### src/rtl/sprc_pkg.sv
// Shared types and constants for the sprayer pump rate controller.
// Used by sprayer_pump_rate_controller_top, the result checker and the testbench; depends on nothing else.
package sprc_pkg;

    // Operation carried by one input beat.
    typedef enum logic [1:0] {
        OP_TICK = 2'd0,
        OP_RUN  = 2'd1,
        OP_TEST = 2'd2
    } t_op;

    // Action reported with each result beat.
    typedef enum logic [1:0] {
        ACT_HOLD      = 2'd0,
        ACT_DRIVE     = 2'd1,
        ACT_FORCE_MIN = 2'd2
    } t_action;

    // Configuration register indexes.
    localparam logic [2:0] CFG_SPRAYER_ENABLE      = 3'd0;
    localparam logic [2:0] CFG_PUMP_RATE_PER_SPEED = 3'd1;
    localparam logic [2:0] CFG_SPINNER_PULSE       = 3'd2;
    localparam logic [2:0] CFG_SPEED_ON_THRESHOLD  = 3'd3;
    localparam logic [2:0] CFG_PUMP_MIN_PERCENT    = 3'd4;
    localparam logic [2:0] CFG_SPEED_MODE_ENABLE   = 3'd5;
    localparam logic [2:0] CFG_SPEED_OFF_THRESHOLD = 3'd6;
    localparam logic [2:0] CFG_UNSPRAY_DISTANCE    = 3'd7;

    // Control modes that gate switching on the waypoint distance.
    localparam logic [6:0] MODE_AUTO   = 7'd3;
    localparam logic [6:0] MODE_GUIDED = 7'd21;

    // Rate limits and scaling.
    localparam logic [18:0] RATE_MAX         = 19'd10000;
    localparam logic [15:0] UNSPRAY_LIMIT_CM = 16'd5000;
    localparam logic [6:0]  PERCENT_SCALE    = 7'd100;

    // Divide by ten as a multiply by ceil(2^23 / 10) and a shift by 23;
    // exact for dividends below 2^22.
    localparam int          DIV10_SHIFT = 23;
    localparam logic [19:0] DIV10_MUL   = 20'd838861;

endpackage

### src/rtl/sprayer_pump_rate_controller_top.sv
// Sprayer pump rate controller: decides spray on/off and the pump command.
// Depends on sprc_pkg for operation codes, action codes and constants.
//
// An accepted input beat passes through the input register, then the result
// register, to its result beat. Throughput: one beat per cycle unless stalled;
// the switching state is updated in the same cycle an item leaves the input
// register, so each item sees the state left by the one before it.
// The speed-times-rate product is formed ahead of the input register and the
// divide by ten in the second stage.
// Reset (synchronous, active low) clears both pipeline stages, the flags and
// timers, and loads the configuration registers with their default values.
module sprayer_pump_rate_controller_top #(
    parameter int unsigned TURN_ON_DELAY_MS   = 100,
    parameter int unsigned SHUT_OFF_DELAY_MS  = 1000,
    parameter int unsigned DEFAULT_UNSPRAY_CM = 500
) (
    input  logic        i_clk,
    input  logic        i_rst_n,
    // Configuration write port
    input  logic        i_cfg_wr_en,
    input  logic [2:0]  i_cfg_index,
    input  logic [15:0] i_cfg_wdata,
    // Input channel
    input  logic        i_in_valid,
    output logic        o_in_ready,
    input  logic [1:0]  i_operation,
    input  logic        i_request_value,
    input  logic [31:0] i_now_ms,
    input  logic [13:0] i_ground_speed_cms,
    input  logic [6:0]  i_control_mode,
    input  logic [23:0] i_waypoint_distance,
    // Result channel
    output logic        o_out_valid,
    input  logic        i_out_ready,
    output logic [13:0] o_pump_rate,
    output logic [1:0]  o_drive_action,
    output logic [10:0] o_spinner_pulse_out,
    output logic        o_spraying
);

    // Configuration registers.
    logic        r_sprayer_enable;
    logic [6:0]  r_pump_rate_per_speed;
    logic [10:0] r_spinner_pulse;
    logic [9:0]  r_speed_on_threshold;
    logic [6:0]  r_pump_min_percent;
    logic        r_speed_mode_enable;
    logic [9:0]  r_speed_off_threshold;
    logic [15:0] r_unspray_distance;

    // Switching state.
    logic        r_running, n_running;
    logic        r_testing, n_testing;
    logic        r_spraying, n_spraying;
    logic [31:0] r_over_start, n_over_start;
    logic [31:0] r_under_start, n_under_start;

    // Input stage.
    logic        r_in_valid;
    logic [1:0]  r_in_op;
    logic        r_in_req;
    logic [31:0] r_in_now;
    logic [13:0] r_in_speed;
    logic [20:0] r_in_prod;
    logic [6:0]  r_in_mode;
    logic [23:0] r_in_dist;

    // Result stage.
    logic        r_out_valid;
    logic [13:0] r_out_rate, n_out_rate;
    logic [1:0]  r_out_action, n_out_action;
    logic [10:0] r_out_pulse, n_out_pulse;
    logic        r_out_spraying;

    logic        out_free;
    logic        advance;
    logic        in_fire;

    logic [40:0] div_prod;
    logic [17:0] speed_term;
    logic [13:0] min_term;
    logic [18:0] rate_speed;
    logic [18:0] rate_fixed;
    logic [18:0] rate_sel;
    logic [15:0] gate_cm;
    logic        gated;
    logic        should;

    // Handshake: the result register frees when empty or taken downstream.
    assign out_free   = !r_out_valid || i_out_ready;
    assign advance    = r_in_valid && out_free;
    assign o_in_ready = !r_in_valid || advance;
    assign in_fire    = i_in_valid && o_in_ready;

    // Configuration writes.
    always_ff @(posedge i_clk) begin
        if (!i_rst_n) begin
            r_sprayer_enable      <= 1'b0;
            r_pump_rate_per_speed <= 7'd10;
            r_spinner_pulse       <= 11'd1300;
            r_speed_on_threshold  <= 10'd100;
            r_pump_min_percent    <= 7'd10;
            r_speed_mode_enable   <= 1'b1;
            r_speed_off_threshold <= 10'd100;
            r_unspray_distance    <= 16'd500;
        end else if (i_cfg_wr_en) begin
            case (i_cfg_index)
                sprc_pkg::CFG_SPRAYER_ENABLE:      r_sprayer_enable      <= i_cfg_wdata[0];
                sprc_pkg::CFG_PUMP_RATE_PER_SPEED: r_pump_rate_per_speed <= i_cfg_wdata[6:0];
                sprc_pkg::CFG_SPINNER_PULSE:       r_spinner_pulse       <= i_cfg_wdata[10:0];
                sprc_pkg::CFG_SPEED_ON_THRESHOLD:  r_speed_on_threshold  <= i_cfg_wdata[9:0];
                sprc_pkg::CFG_PUMP_MIN_PERCENT:    r_pump_min_percent    <= i_cfg_wdata[6:0];
                sprc_pkg::CFG_SPEED_MODE_ENABLE:   r_speed_mode_enable   <= i_cfg_wdata[0];
                sprc_pkg::CFG_SPEED_OFF_THRESHOLD: r_speed_off_threshold <= i_cfg_wdata[9:0];
                sprc_pkg::CFG_UNSPRAY_DISTANCE:    r_unspray_distance    <= i_cfg_wdata;
                default: ;
            endcase
        end
    end

    // Input register; the speed-times-rate product is captured with the beat.
    always_ff @(posedge i_clk) begin
        if (!i_rst_n) begin
            r_in_valid <= 1'b0;
        end else if (o_in_ready) begin
            r_in_valid <= i_in_valid;
        end
    end

    always_ff @(posedge i_clk) begin
        if (in_fire) begin
            r_in_op    <= i_operation;
            r_in_req   <= i_request_value;
            r_in_now   <= i_now_ms;
            r_in_speed <= i_ground_speed_cms;
            r_in_prod  <= 21'(i_ground_speed_cms * r_pump_rate_per_speed);
            r_in_mode  <= i_control_mode;
            r_in_dist  <= i_waypoint_distance;
        end
    end

    // Pump rate candidates; values beyond the limit are clamped to full scale below.
    assign div_prod   = r_in_prod * sprc_pkg::DIV10_MUL;
    assign speed_term = div_prod[sprc_pkg::DIV10_SHIFT +: 18];
    assign min_term   = 14'(r_pump_min_percent * sprc_pkg::PERCENT_SCALE);
    assign rate_speed = 19'(min_term) + 19'(speed_term);
    assign rate_fixed = 19'(r_pump_rate_per_speed * sprc_pkg::PERCENT_SCALE);

    // Distance gate, falling back to the default when the setting is too large.
    assign gate_cm = (r_unspray_distance > sprc_pkg::UNSPRAY_LIMIT_CM)
                   ? 16'(DEFAULT_UNSPRAY_CM) : r_unspray_distance;
    assign gated   = (r_in_mode == sprc_pkg::MODE_AUTO)
                  || (r_in_mode == sprc_pkg::MODE_GUIDED);

    // Next state and result for the beat in the input register.
    always_comb begin
        n_running     = r_running;
        n_testing     = r_testing;
        n_spraying    = r_spraying;
        n_over_start  = r_over_start;
        n_under_start = r_under_start;
        n_out_rate    = '0;
        n_out_action  = sprc_pkg::ACT_HOLD;
        n_out_pulse   = '0;
        should        = r_spraying;
        rate_sel      = '0;

        case (sprc_pkg::t_op'(r_in_op))
            sprc_pkg::OP_RUN: begin
                if (r_in_req != r_running) begin
                    n_running = r_in_req && r_sprayer_enable;
                    if (!n_running) begin
                        n_spraying   = 1'b0;
                        n_out_action = sprc_pkg::ACT_FORCE_MIN;
                    end
                end
            end
            sprc_pkg::OP_TEST: begin
                n_testing = r_in_req;
            end
            sprc_pkg::OP_TICK: begin
                if (!r_sprayer_enable || !r_running) begin
                    // Behaves as a request to stop running.
                    if (r_running) begin
                        n_running    = 1'b0;
                        n_spraying   = 1'b0;
                        n_out_action = sprc_pkg::ACT_FORCE_MIN;
                    end
                end else begin
                    if (r_speed_mode_enable) begin
                        if (!r_spraying) begin
                            // Wait for speed held high past the turn-on delay.
                            if (r_in_speed >= 14'(r_speed_on_threshold)) begin
                                if (r_over_start == '0) begin
                                    n_over_start = r_in_now;
                                end else if ((r_in_now - r_over_start)
                                             > 32'(TURN_ON_DELAY_MS)) begin
                                    if (!gated || (r_in_dist != '0
                                                   && r_in_dist > 24'(gate_cm))) begin
                                        should       = 1'b1;
                                        n_over_start = '0;
                                    end
                                end
                            end
                            n_under_start = '0;
                        end else begin
                            // Wait for speed held low past the shut-off delay.
                            if (r_in_speed <= 14'(r_speed_off_threshold)) begin
                                if (r_under_start == '0) begin
                                    n_under_start = r_in_now;
                                end else if ((r_in_now - r_under_start)
                                             > 32'(SHUT_OFF_DELAY_MS)) begin
                                    if (!gated || (r_in_dist != '0
                                                   && r_in_dist < 24'(gate_cm))) begin
                                        should        = 1'b0;
                                        n_under_start = '0;
                                    end
                                end
                            end
                            n_over_start = '0;
                        end
                    end else begin
                        should = 1'b1;
                    end

                    if (r_testing) begin
                        should = 1'b1;
                    end

                    if (should) begin
                        if (r_testing) begin
                            rate_sel = sprc_pkg::RATE_MAX;
                        end else if (r_speed_mode_enable) begin
                            rate_sel = rate_speed;
                        end else begin
                            rate_sel = rate_fixed;
                        end
                        if (rate_sel > sprc_pkg::RATE_MAX) begin
                            rate_sel = sprc_pkg::RATE_MAX;
                        end
                        n_out_rate   = rate_sel[13:0];
                        n_out_action = sprc_pkg::ACT_DRIVE;
                        n_out_pulse  = r_spinner_pulse;
                        n_spraying   = 1'b1;
                    end else begin
                        n_out_action = sprc_pkg::ACT_FORCE_MIN;
                        n_spraying   = 1'b0;
                    end
                end
            end
            default: ;
        endcase
    end

    // State update, one beat per cycle while the result register is free.
    always_ff @(posedge i_clk) begin
        if (!i_rst_n) begin
            r_running     <= 1'b0;
            r_testing     <= 1'b0;
            r_spraying    <= 1'b0;
            r_over_start  <= '0;
            r_under_start <= '0;
        end else if (advance) begin
            r_running     <= n_running;
            r_testing     <= n_testing;
            r_spraying    <= n_spraying;
            r_over_start  <= n_over_start;
            r_under_start <= n_under_start;
        end
    end

    // Result register.
    always_ff @(posedge i_clk) begin
        if (!i_rst_n) begin
            r_out_valid <= 1'b0;
        end else if (out_free) begin
            r_out_valid <= r_in_valid;
        end
    end

    always_ff @(posedge i_clk) begin
        if (advance) begin
            r_out_rate     <= n_out_rate;
            r_out_action   <= n_out_action;
            r_out_pulse    <= n_out_pulse;
            r_out_spraying <= n_spraying;
        end
    end

    assign o_out_valid         = r_out_valid;
    assign o_pump_rate         = r_out_rate;
    assign o_drive_action      = r_out_action;
    assign o_spinner_pulse_out = r_out_pulse;
    assign o_spraying          = r_out_spraying;

    // Spraying is only ever set while the pump is running.
    a_spray_needs_run: assert property (@(posedge i_clk) disable iff (!i_rst_n)
        r_spraying |-> r_running)
        else $error("spraying flag set while not running");

    // A beat that does not drive the pump carries neither rate nor pulse.
    a_idle_outputs_zero: assert property (@(posedge i_clk) disable iff (!i_rst_n)
        (o_out_valid && o_drive_action != sprc_pkg::ACT_DRIVE)
        |-> (o_pump_rate == '0 && o_spinner_pulse_out == '0))
        else $error("rate or pulse present without drive action");

    // The pump command never exceeds full scale.
    a_rate_limit: assert property (@(posedge i_clk) disable iff (!i_rst_n)
        o_out_valid |-> (19'(o_pump_rate) <= sprc_pkg::RATE_MAX))
        else $error("pump rate above full scale");

    // A driving beat always reports spraying.
    a_drive_sprays: assert property (@(posedge i_clk) disable iff (!i_rst_n)
        (o_out_valid && o_drive_action == sprc_pkg::ACT_DRIVE) |-> o_spraying)
        else $error("drive action without spraying");

endmodule

### config.mk
export PLATFORM = sky130hd
export DESIGN_NAME = sprayer_pump_rate_controller_top
export DESIGN_NICKNAME = d
export VERILOG_FILES = /design/src/rtl/sprc_pkg.sv /design/src/rtl/sprayer_pump_rate_controller_top.sv
export SDC_FILE = /design/constraint.sdc
export NUM_CORES = 1
export LEC_CHECK = 0
export BUFFER_PORTS_ARGS = -buffer_cell sky130_fd_sc_hd__buf_2
export CAP_MARGIN = 20
export CORE_ASPECT_RATIO = 1.25
export CORE_MARGIN = 2
export CORE_UTILIZATION = 45
export CTS_CLUSTER_SIZE = 24
export DETAILED_ROUTE_END_ITERATION = 16
export GPL_TIMING_DRIVEN = 1
export MAX_ROUTING_LAYER = met4
export SETUP_SLACK_MARGIN = 0.5
export SYNTH_ARGS = -nofsm -noshare
export SYNTH_HDL_FRONTEND = slang
export SYNTH_SLANG_ARGS = --single-unit
### constraint.sdc
create_clock -name i_clk -period 8.01 [get_ports i_clk]
set_clock_uncertainty 0.1 [all_clocks]
set_input_delay 1.2015 -clock i_clk [delete_from_list [all_inputs] [get_ports i_clk]]
set_output_delay 1.2015 -clock i_clk [all_outputs]
set_load 0.01 [all_outputs]
==> results.sh <==
export IMPL_clkTransAtPathRegs_ns=0.06
export IMPL_start_util_pct=45.6
export IMPL_synth_most_common_cell="inv_1"
export IMPL_hold_depth=2
export IMPL_violations="negative setup slack"
export IMPL_port_buffers=133
export IMPL_yosysTopAreaCellShare_pct=19.1
export IMPL_fp_dieH_um=276
export IMPL_synth_fa_ha_area_share_pct=34.1
export IMPL_synthToLayoutAreaGrowth_pct=16.8
export IMPL_slowest_stage="fa_1"
export IMPL_r2r_cells=34
export IMPL_fillers=5356
export IMPL_critical_path_class="reg -> reg"
export IMPL_yosys_top_cells_area="ha_1 (19%), fa_1 (15%), edfxtp_1 (15%)"
export IMPL_worstHoldEndpoint="r_spinner_pulse[0]"
export IMPL_rsz0062_at_grt="yes"
export IMPL_yosys_most_used_dff="dfxtp_1"
export IMPL_cp_required_ns=8.21
export IMPL_drv_cap=0
export IMPL_gp_congestion=0.946
export IMPL_clk_insertion_delay_late_ns=0.58
export IMPL_drv_slew=0
export IMPL_worstHoldStart="r_spinner_pulse[0]"
export IMPL_synth_top_area_cell="ha_1"
export IMPL_tns_ns=-8.03
export IMPL_finalWorstSetupSlack_ns=-0.629
export IMPL_grt_pass1_wl_um=115000
export IMPL_critPathBufInv=7
export IMPL_row_count=99
export IMPL_cts_tree="built"
export IMPL_grt_util_all_layers_pct=24.0
export IMPL_yosys_warnings=0
export IMPL_core_um2=58500
export IMPL_num_vias=21647
export IMPL_seqCellArea_um2=6520
export IMPL_numCtsBuffers=28
export IMPL_drive_above_1_share_pct=15.9
export IMPL_multiInputGateArea_um2=18800
export IMPL_hold_viol_final=0
export IMPL_outcome="complete, but fails checks"
export IMPL_vias_per_cell=5.43
export IMPL_cp_end_kind="register"
export IMPL_h_tree_depth=1
export IMPL_rrSetupSlack_ns=-0.63
export IMPL_finalCritPeriodShare_pct=108
export IMPL_grt_pass1_vias=22623
export IMPL_period_minus_slack_ns=8.64
export IMPL_hp_class="reg -> reg"
export IMPL_ys_seq_area_share_pct=24.4
export IMPL_synthMuxAreaShare_pct=0.984
export IMPL_synth_top_family_by_area="adder cells"
export IMPL_synth_area_um2=26700
export IMPL_ys_types=89
export IMPL_wl_per_cell_um=18.0
export IMPL_post_dp_hpwl_um=59800
export IMPL_max_slew_margin_pct=37.5
export IMPL_reg2reg_to="o_pump_rate[6]"
export IMPL_fmax_ghz=0.116
export IMPL_synth_compound_area_share_pct=14.7
export IMPL_synth_edff_count=129
export IMPL_ios=134
export IMPL_drt_iter0_markers=982
export IMPL_synth_seq_cells=261
export IMPL_crit_path_start_kind="register"
export IMPL_crit_path_max_incr_delay_ns=0.54
export IMPL_ant_nets=0
export IMPL_grt_max_degree=118
export IMPL_dpl_cell_area_um2=29600
export IMPL_synth_simple_gate_area_share_pct=14.7
export IMPL_antenna_found_initial=3
export IMPL_avgSynthCellArea_um2=9.12
export IMPL_crit_family="adder cells"
export IMPL_root_buffer="clkbuf_16"
export IMPL_worstMarginPinSlew_ns=0.934
export IMPL_yosys_area_share_xor_xnor_pct=3.68
export IMPL_wirelength_um=72000
export IMPL_reg2reg_from="r_in_prod[4]"
export IMPL_stdcell_area_um2=31200
export IMPL_dieWidth_um=222
export IMPL_async_flop_share_pct=0
export IMPL_crit_top_cell="fa_1"
export IMPL_clock_path_buffers=3
export IMPL_grt_overflow=0
export IMPL_cp_arrival_ns=8.84
export IMPL_setup_viol=14
export IMPL_fin_util_pct=53.3
export IMPL_synthCells=2925
export IMPL_clock_sinks=261
export IMPL_dr_pass1_iters=5
export IMPL_crit_fanout=8
export IMPL_die_area_um2=61300
export IMPL_synthTopCellsByCount="inv_1 (424), ha_1 (407), nand2_1 (377), fa_1 (200), a21oi_1 (140)"
export IMPL_hold_buffers=0
export IMPL_detail_route_drc_violations=0
export IMPL_num_nets_final=3918
-- worst max-delay path by stage --
stage,start,end,slack [ns],cells past startpoint
after floorplan,r_in_prod[9],o_pump_rate[11],-0.06,36
after global placement,r_in_prod[5],o_pump_rate[1],-0.57,35
after detailed placement,r_in_prod[5],o_pump_rate[6],-0.84,35
after CTS,r_in_prod[2],o_pump_rate[11],-0.50,33
after global routing,r_in_prod[4],o_pump_rate[6],-0.87,34
final,r_in_prod[4],o_pump_rate[6],-0.63,34
-- state kept, by name (all words and copies together) (netlist names), 7 cells and up --
signal                 cells
r_in_mode                  7
r_speed_on_threshold      10
r_over_start              32
r_in_prod                 21
r_in_speed                14
r_in_dist                 24
o_pump_rate               14
r_in_now                  32
o_spinner_pulse_out       11
r_under_start             32
r_pump_rate_per_speed      7
r_unspray_distance        16
r_speed_off_threshold     10
r_pump_min_percent         7
r_spinner_pulse           11
-- through the flow --
stage	instances	hold slack [ns]	worst slack, ns
floorplan	2927	0.330	-0.0577
global placement	3905	0.342	-0.570
detailed placement	3905	0.353	-0.841
CTS	3977	0.363	-0.503
global route	3989	0.387	-0.867
finish	3989	0.360	-0.629
-- worst reg2reg max path: cells and delay by family (launching register included) --
| kind | cells | cell delay [ns] |
|---|---|---|
| adder cells (fa/ha/maj) | 10 | 3.80 |
| AO/OA/AOI/OAI | 9 | 1.76 |
| AND/OR/NAND/NOR | 6 | 1.36 |
| buffers and inverters | 7 | 0.53 |
| flip-flops | 1 | 0.51 |
| multiplexers | 1 | 0.17 |
| XOR/XNOR | 1 | 0.14 |
-- final cells by class --
type | count | share of cell area, %
repair buffers | 342 | 7.41
well taps | 757 | 3.04
clock inverters | 20 | 0.763
diodes | 3 | 0.0241
flip-flops and latches | 261 | 20.9
multi-input cells | 2148 | 60.4
inverters | 426 | 5.13
clock buffers | 32 | 2.30
-- cells by family (layout without fill, tap and decap cells) --
family,Yosys count,in the layout
buf+inv,518,820
compound gates,585,585
other cells,1,6
flops,261,261
mux,26,26
xor+xnor,112,112
fa+ha+maj,607,607
simple gates,815,815
-- what timing repair did --
| item | in CTS | in global routing |
|---|---|---|
| setup endpoints to repair | 14 | 14 |
| setup buffers | 20 | 5 |
| pin swaps | 42 | 30 |
| gates resized for setup | 36 | 35 |
-- cell usage in the layout (no fill, tap or decap), drive strengths merged, types with 8 or more instances in the layout --
master,instances
xnor2,62
nor2b,36
a2111oi,8
buf,342
xor2,50
and3,9
a32oi,33
nand3,38
edfxtp,129
nand4,35
a21o,45
dfxtp,132
a211oi,23
mux2i,24
o21ai,132
o21bai,15
clkbuf,32
nor3,35
inv,427
ha,407
a31oi,18
nor2,108
a21boi,41
nor3b,13
nor4b,8
or3,16
nand2,377
nor4,35
fa,200
or2,13
and2,57
clkinv,11
nand2b,18
o21a,30
a21oi,141
o211ai,23
-- routing by layer --
layer	vias to the layer above	global-route usage, %	routed length (um)
met5	-	-	0
met1	10532	26.1	28300
met4	0	9.08	2860
li1	10611	-	-
met2	370	45.2	39000
met3	134	1.83	1830
Power is left out: the tool's default activity adds up to more than one toggle a clock period on the data nets, which glitch-free logic cannot reach.
